$ cat src/hdl/i2cmbs_pkg.sv
package i2cmbs_pkg;

	typedef enum logic [2:0] {
		CMD_IDLE  = 3'd0,
		CMD_START = 3'd1,
		CMD_STOP  = 3'd2,
		CMD_WRITE = 3'd3,
		CMD_READ  = 3'd4
	} cmd_t;

	localparam logic [2:0] TOP_BIT      = 3'd7;
	localparam logic [4:0] START_LAST   = 5'd2;
	localparam logic [4:0] STOP_LAST    = 5'd1;
	localparam logic [4:0] WRITE_LAST   = 5'd26;
	localparam logic [4:0] WRITE_BITS   = 5'd24;
	localparam logic [4:0] WRITE_ACK    = 5'd25;
	localparam logic [4:0] READ_BITS    = 5'd16;
	localparam logic [4:0] READ_DRIVE   = 5'd17;
	localparam logic [4:0] READ_ACK_HI  = 5'd18;
	localparam logic [4:0] READ_NACK_HI = 5'd19;
	localparam logic [4:0] READ_LAST_A  = 5'd19;
	localparam logic [4:0] READ_LAST_N  = 5'd20;

	typedef struct packed {
		cmd_t       cmd;
		logic [4:0] step;
		logic [7:0] shift;
		logic       ack_choice;
		logic       nack;
		logic       scl;
		logic       sda;
		logic [7:0] rd_data;
	} seq_state_t;

	typedef struct packed {
		logic busy;
		logic done;
	} seq_flags_t;

	typedef struct packed {
		logic [2:0] idx;
		logic       high;
	} wr_slot_t;

	function automatic wr_slot_t wr_slot(input logic [4:0] s);
		wr_slot_t   r;
		logic [4:0] base;
		case (s) inside
			[5'd0:5'd2]:   base = 5'd0;
			[5'd3:5'd5]:   base = 5'd3;
			[5'd6:5'd8]:   base = 5'd6;
			[5'd9:5'd11]:  base = 5'd9;
			[5'd12:5'd14]: base = 5'd12;
			[5'd15:5'd17]: base = 5'd15;
			[5'd18:5'd20]: base = 5'd18;
			default:       base = 5'd21;
		endcase
		case (base)
			5'd0:    r.idx = 3'd7;
			5'd3:    r.idx = 3'd6;
			5'd6:    r.idx = 3'd5;
			5'd9:    r.idx = 3'd4;
			5'd12:   r.idx = 3'd3;
			5'd15:   r.idx = 3'd2;
			5'd18:   r.idx = 3'd1;
			default: r.idx = 3'd0;
		endcase
		r.high = ((s - base) == 5'd1);
		return r;
	endfunction

endpackage

$ cat src/hdl/i2cmbs_step.sv
module i2cmbs_step (
	input  i2cmbs_pkg::seq_state_t cur,
	input  logic [2:0]             kind,
	input  logic [7:0]             write_byte,
	input  logic                   ack_after_read,
	input  logic                   sda_sample,
	output i2cmbs_pkg::seq_state_t nxt,
	output i2cmbs_pkg::seq_flags_t flags
);

	i2cmbs_pkg::seq_state_t st;
	i2cmbs_pkg::wr_slot_t   slot;
	logic [4:0]             last;
	logic [2:0]             bit_sel;

	assign slot    = i2cmbs_pkg::wr_slot(st.step);
	assign bit_sel = slot.idx;

	always_comb begin
		st = cur;
		if (cur.cmd == i2cmbs_pkg::CMD_IDLE
				&& kind inside {[i2cmbs_pkg::CMD_START:i2cmbs_pkg::CMD_READ]}) begin
			st.cmd  = i2cmbs_pkg::cmd_t'(kind);
			st.step = 5'd0;
			if (kind == i2cmbs_pkg::CMD_WRITE) begin
				st.shift = write_byte;
			end else if (kind == i2cmbs_pkg::CMD_READ) begin
				st.shift      = 8'd0;
				st.ack_choice = ack_after_read;
			end
		end

		nxt        = st;
		flags.busy = 1'b0;
		flags.done = 1'b0;
		last       = 5'd0;

		if (st.cmd != i2cmbs_pkg::CMD_IDLE) begin
			flags.busy = 1'b1;
			case (st.cmd)
				i2cmbs_pkg::CMD_START: begin
					nxt.sda = (st.step == 5'd0);
					nxt.scl = (st.step <= 5'd1);
					last    = i2cmbs_pkg::START_LAST;
				end
				i2cmbs_pkg::CMD_STOP: begin
					nxt.sda = (st.step != 5'd0);
					nxt.scl = 1'b1;
					last    = i2cmbs_pkg::STOP_LAST;
				end
				i2cmbs_pkg::CMD_WRITE: begin
					if (st.step < i2cmbs_pkg::WRITE_BITS) begin
						nxt.sda = st.shift[bit_sel];
						nxt.scl = slot.high;
					end else if (st.step == i2cmbs_pkg::WRITE_ACK) begin
						nxt.sda  = 1'b1;
						nxt.scl  = 1'b1;
						nxt.nack = sda_sample;
					end else begin
						nxt.sda = 1'b1;
						nxt.scl = 1'b0;
					end
					last = i2cmbs_pkg::WRITE_LAST;
				end
				i2cmbs_pkg::CMD_READ: begin
					if (st.step == 5'd0) begin
						nxt.sda = 1'b1;
						nxt.scl = 1'b0;
					end else if (st.step <= i2cmbs_pkg::READ_BITS) begin
						nxt.sda = 1'b1;
						nxt.scl = st.step[0];
						if (st.step[0]) begin
							nxt.shift = {st.shift[6:0], sda_sample};
						end
					end else if (st.step == i2cmbs_pkg::READ_DRIVE) begin
						nxt.sda = 1'b0;
						nxt.scl = 1'b0;
					end else if (!st.ack_choice) begin
						nxt.sda = 1'b1;
						nxt.scl = (st.step == i2cmbs_pkg::READ_NACK_HI);
					end else begin
						nxt.sda = 1'b0;
						nxt.scl = (st.step == i2cmbs_pkg::READ_ACK_HI);
					end
					last = st.ack_choice ? i2cmbs_pkg::READ_LAST_A
						: i2cmbs_pkg::READ_LAST_N;
					if (st.step >= last) begin
						nxt.rd_data = nxt.shift;
					end
				end
				default: begin
					last = 5'd0;
				end
			endcase
			if (st.step >= last) begin
				flags.done = 1'b1;
				nxt.cmd    = i2cmbs_pkg::CMD_IDLE;
				nxt.step   = 5'd0;
			end else begin
				nxt.step = st.step + 5'd1;
			end
		end
	end

endmodule

$ cat src/hdl/i2c_master_byte_sequencer.sv
// channel | handshake          | payload
// in      | in_valid, in_stall | kind, write_byte, ack_after_read, sda_sample
// out     | out_valid,out_stall| scl_level, sda_level, busy_res, done_res,
//         |                    | read_data, no_ack
// A result follows in the cycle after; one item per cycle while not stalled.
// The sequencer state and the result register advance together on each item.
// in_stall rises only while a result waits and out_stall is high.
// Reset leaves the sequencer idle with both lines high and no result pending.
module i2c_master_byte_sequencer (
	input  logic       clk,
	input  logic       arst_n,
	input  logic       in_valid,
	output logic       in_stall,
	input  logic [2:0] kind,
	input  logic [7:0] write_byte,
	input  logic       ack_after_read,
	input  logic       sda_sample,
	output logic       out_valid,
	input  logic       out_stall,
	output logic       scl_level,
	output logic       sda_level,
	output logic       busy_res,
	output logic       done_res,
	output logic [7:0] read_data,
	output logic       no_ack
);

	i2cmbs_pkg::seq_state_t state_q;
	i2cmbs_pkg::seq_state_t state_nxt;
	i2cmbs_pkg::seq_flags_t flags;
	logic                   out_valid_q;
	logic                   in_acc;

	assign in_stall = out_valid_q & out_stall;
	assign in_acc   = in_valid & ~in_stall;

	i2cmbs_step u_step (
		.cur            (state_q),
		.kind           (kind),
		.write_byte     (write_byte),
		.ack_after_read (ack_after_read),
		.sda_sample     (sda_sample),
		.nxt            (state_nxt),
		.flags          (flags)
	);

	always_ff @(posedge clk or negedge arst_n) begin
		if (!arst_n) begin
			state_q.cmd        <= i2cmbs_pkg::CMD_IDLE;
			state_q.step       <= 5'd0;
			state_q.shift      <= 8'd0;
			state_q.ack_choice <= 1'b0;
			state_q.nack       <= 1'b0;
			state_q.scl        <= 1'b1;
			state_q.sda        <= 1'b1;
			state_q.rd_data    <= 8'd0;
			out_valid_q        <= 1'b0;
		end else begin
			if (in_acc) begin
				state_q     <= state_nxt;
				out_valid_q <= 1'b1;
			end else if (!out_stall) begin
				out_valid_q <= 1'b0;
			end
		end
	end

	// hold result payload until the next item
	always_ff @(posedge clk) begin
		if (in_acc) begin
			scl_level <= state_nxt.scl;
			sda_level <= state_nxt.sda;
			busy_res  <= flags.busy;
			done_res  <= flags.done;
			read_data <= state_nxt.rd_data;
			no_ack    <= state_nxt.nack;
		end
	end

	assign out_valid = out_valid_q;

endmodule
$ cat config.mk
export PLATFORM = sky130hd
export DESIGN_NAME = i2c_master_byte_sequencer
export DESIGN_NICKNAME = d
export VERILOG_FILES = /design/src/hdl/i2cmbs_pkg.sv /design/src/hdl/i2cmbs_step.sv /design/src/hdl/i2c_master_byte_sequencer.sv
export SDC_FILE = /design/constraint.sdc
export NUM_CORES = 1
export LEC_CHECK = 0
export ABC_AREA = 0
export CORE_MARGIN = 5
export CORE_UTILIZATION = 39
export CTS_CLUSTER_DIAMETER = 120
export DETAILED_ROUTE_END_ITERATION = 8
export DONT_BUFFER_PORTS = 1
export PLACE_DENSITY = 0.63
export SETUP_SLACK_MARGIN = 0.1
export SLEW_MARGIN = 25
export SYNTH_ARGS = -nofsm -noshare
export SYNTH_HDL_FRONTEND = slang
export SYNTH_HIERARCHICAL = 1
export SYNTH_SLANG_ARGS = --single-unit
$ cat constraint.sdc
create_clock -name clk -period 10.4 [get_ports clk]
set_input_delay 2.08 -clock clk [delete_from_list [all_inputs] [get_ports clk]]
set_output_delay 2.08 -clock clk [all_outputs]
set_load 0.005 [all_outputs]
==> Word-level counts from Yosys, hierarchy flattened <==
Index checks and enable logic that the tools add are counted.
{ "word_totals": {"reg_bits": 42, "out_inout_bits": 15} }
{ "op_classes": {"addsub": 2, "magnitude_cmp": 22, "eq_ne": 18, "mux": 41, "n_bitwise": 3, "reduce_logical": 14} }
{ "op_table": {"columns": ["cell", "count"], "rows": [
  ["2-to-1 mux 8 bit", 7],
  ["2-to-1 mux 5 bit", 8],
  ["equality test 5 bit, second input constant", 5],
  ["case mux 3 bit (7 select lines)", 1],
  ["case mux 5 bit (4 select lines)", 1],
  ["2-to-1 mux 17 bit", 1],
  ["2-to-1 mux 16 bit", 1],
  ["equality test 5 x 4 -> 1 bit, second input constant", 3],
  [">= comparator 5 x 4 -> 1 bit, second input constant", 3],
  ["<= comparator 5 x 4 -> 1 bit, second input constant", 3],
  ["<= comparator 5 bit, second input constant", 3],
  ["2-to-1 mux 2 bit", 7],
  ["2-to-1 mux 11 bit", 1],
  [">= comparator 5 bit", 2],
  ["zero test 5 bit", 2],
  ["equality test 3 x 2 -> 1 bit, second input constant", 3],
  ["logical AND 1 bit", 9],
  ["2-to-1 mux 3 bit", 3],
  ["2-to-1 mux 9 bit", 1],
  ["2-to-1 mux 1 bit", 8],
  ["case mux 2 bit (4 select lines)", 1],
  ["equality test 3 bit, second input constant", 2],
  ["adder 5 x 1 -> 5 bit, second input constant", 1],
  ["equality test 5 x 1 -> 1 bit, second input constant", 1],
  ["22 further kinds", 23]
]} }

==> Logic depth before layout (Yosys ltp) <==
{ "depth": {"ltp_word": 20, "ltp_mapped": 20} }

==> By module <==
The synthesis kept the hierarchy.
{ "modules_own_cells": {"columns": ["mod", "n_inst", "cells_each", "area_per_inst_um2", "seq_area_each_um2"], "rows": [
  ["i2cmbs_step", 1, 273, 1860.5, 0.0],
  ["i2c_master_byte_sequencer", 1, 76, 1537.7, 1118.6]
]} }

==> Least setup slack after synthesis <==
OpenSTA, ideal clock, no wires.
{ "synth_path": {"kind": "input-to-reg", "startpoint": "input kind[1]", "endpoint": "register state_q[9] (netlist name)", "setup_time_ns": 0.082, "t_arrival_ns": 5.746, "required_time_ns": 10.318, "setup_slack_ns": 4.572, "cell_stages": 20, "n_path_buf": 1, "cell_sequence": "clkbuf_1 -> o21ai_1 -> nand3_1 -> nand2_1 -> inv_1 -> ha_1 -> o21ba_2 -> a2bb2oi_1 -> nand2_1 -> a21oi_1 -> o21ai_0 -> nor2b_1 -> ha_1 -> nand2_1 -> nand2_1 -> or3_1 -> a221oi_2 -> xnor2_1 -> o32ai_2 -> mux2_2"} }
{ "synth_lines": {"columns": ["element", "line", "text"], "rows": [
  ["from (decl)", "i2c_master_byte_sequencer.sv:14", "input logic [2:0] kind,"],
  ["to (signal assigned)", "i2c_master_byte_sequencer.sv:60", "state_q <= state_nxt;"],
  ["to (decl)", "i2c_master_byte_sequencer.sv:28", "i2cmbs_pkg::seq_state_t state_q;"]
]} }

==> flow_summary.yaml <==
layout:
  drive_gt1_share_pct: 20.9
  final_cell_mix: "30 x nor2_1, 29 x mux2_2, 29 x a21oi_1"
  nFillCells: 873
  multiInputGateArea_um2: 2080
  area_growth_pct: 2.87
  fin_cells: 447
  nets: 367
  post-route-util_pct: 40.7
  seqCellArea_um2: 1120
  final_common_cell: "nor2_1"
  antenna-diode-count: 0
cts:
  post_cts_buffers: 0
  path_clk_slew_ns: 0.09
  cts_tree: "yes"
  hold_buffers: 0
  cts_made_buffers: 5
  clock_latency_ns: 0.31
  clock-root-buffer: "clkbuf_8"
  cts_sinks: 42
  ctsHtreeMaxLevel: 2
  ctsResizeCount: 0
  clockBufferDepth: 2
global_route:
  gr-total-overflow: 0
  grt_pass1_vias: 2572
  antenna_found_initial: 0
  grt_util_met2_pct: 26.6
  grt_pass1_wl_mm: 13.8
  busiest_layer: "met2"
  grt_start_max_net_pins: 42
  use_met1_pct: 23.5
  use_met3_pct: 2.88
  grt_usage_pct: 16.6
timing:
  setup_violations: 0
  tns_ns: 0
  relSlewSlack_pct: 41.4
  rsz0062_at_grt: "no"
  final.period_utilization_pct: 57.5
  max_freq_mhz: 167
  tightest_slew_ns: 0.877
  finClkSkew_ns: 0.0137
  drv_slew: 0
  fin_crit_ns: 5.98
  hold_violations: 0
pwr:
  ir_drop_v: 0.000116
  powerDensity_nw_per_um2: 278
  p_leak_uw: 0.00139
die:
  die_x_um: 103
  rows: 34
  core_um2: 8590
  dieArea_um2: 10700
  die_y_um: 103
  initial_core_util_pct: 39.5
  io_pins: 32
logic_synthesis:
  syn_inst: 349
  synth-edff-count: 13
  syn-cell-area_um2: 3400
  ys_seq_area_share_pct: 32.9
  synth_area_leaders: "dfrtp_1 20%, edfxtp_1 11%, mux2_2 9.6%"
  yosys_warnings: 6
  yosysTopAreaCellShare_pct: 19.9
  synth_top_area_cell: "dfrtp_1"
  syn_nets: 378
  async_flop_share_pct: 69.0
  synth_flop_cell: "dfrtp_1"
  synth.avg_cell_area_um2: 9.74
  synth-seq-cells: 42
  yosysUniqueCellTypes: 72
route:
  drt_iter0_drc: 190
  wl_per_cell_um: 19.0
  drt_drc_violations_left: 0
  drt-pass1-iter-count: 5
  drt_wl_total_mm: 8.49
  num_vias: 2661
  ant_nets: 0
  viasPerCell: 5.95
outcome:
  status: "finished, final reports clean"
critical_path:
  cpPeakStageDelay_ns: 0.62
  crit_chain: "o21ai_1 -> nand3_1 -> nand2_1 -> inv_1 -> ha_1 -> o41ai_1 -> a31oi_1 -> o221ai_1 -> a21oi_1 -> nor3_1 -> nor2b_1 -> ha_1 -> nand2_1 -> nand2_1 -> or3_1 -> a221oi_2 -> xnor2_1 -> o32ai_2 -> mux2_2"
  path_common_cell: "nand2_1"
  cp_num_buf_inv: 1
  cp.required_ns: 10.63
  critical_path_arrival_ns: 6.21
  path_class: "input port to register"
  r2r_cells: 19
  crit_family: "compound AO/OA/AOI/OAI gates"
  crit_path_start_kind: "input port"
  path_depth: 19
  endpoint_kind: "register"
  cpMaxStageDelayCell: "o41ai_1"
  crit_path_max_fanout: 10
placed_design:
  port_buffers: 0
  place_inst: 439
  hpwl_mm: 6.33
  gp_congestion: 0.977
worst_hold_path:
  hp-class: "register to register"
  hold_path_depth: 1
flow_run:
  max_cap_violations: 0
[registers in the layout, indices dropped and copies added, names as in the netlist]
name,count
out_valid,1
done_res,1
state_q,28
sda_level,1
read_data,8
no_ack,1
scl_level,1
busy_res,1
[area by class of cell]
cell class	count	share of cell area [%]
Tap cell	108	3.87
Multi-Input combinational cell	273	59.6
Clock inverter	3	0.716
Clock buffer	5	1.97
Timing Repair Buffer	1	0.215
Sequential cell	42	32.0
Inverter	15	1.61
[routing by layer]
layer,wire (µm),vias to the layer above
met1,3920,1272
met4,123,0
met3,471,12
met5,0,-
li1,-,1292
met2,3980,85
[stage by stage]
stage,setup slack [ns],power [µW],hold WS [ns],instance area (µm²)
after floorplan,4.57,742,0.474,3400
after global placement,4.23,856,0.486,3400
after detailed placement,4.20,855,0.493,3400
after CTS,4.49,968,0.517,3500
after global routing,4.15,1050,0.529,3500
final,4.42,973,0.515,3500
[power by group]
group          internal [µW]  total [µW]  switching, µW
registers                216         270           54.0
logic                    257         592            335
clock network           48.5         111           62.3
total                    521         973            452
[Yosys cell counts, drive strengths merged, types with 3 or more instances]
cell    instances
nand2          19
a21o            5
and2            3
nor2b           3
a211oi          4
or3             6
nor4b           3
nand3          10
nand4           6
a21oi          29
edfxtp         13
nor4            4
mux2i          12
nor2           31
or3b            4
clkbuf          4
o31ai           3
o21ai          16
o32ai           3
nor3            9
buf            15
dfrtp          27
ha             12
o21a            4
mux2           38
o22ai           5
a31oi           4
nand2b          5
inv            15
[final timing paths]
path	startpoint	end	slack [ns]
max in group asynchronous	arst_n	state_q[8]	8.76
setup / recovery	kind[0]	state_q[9]	4.42
hold reg to reg	state_q[2]	state_q[2]	0.52
min in group asynchronous	arst_n	state_q[26]	1.46
hold / removal	state_q[2]	state_q[2]	0.52
setup reg to reg	state_q[26]	state_q[9]	5.43
[cell families after synthesis]
kind of cell	share of synthesized area, %
buffers and inverters	5.74
DFF	32.9
AOI/OAI and AO/OA	19.6
and+or+nand+nor	18.9
xor gates and xnor gates	0.516
adders and majority gates	5.08
muxes	17.2
(Power assumes the default switching activity.)
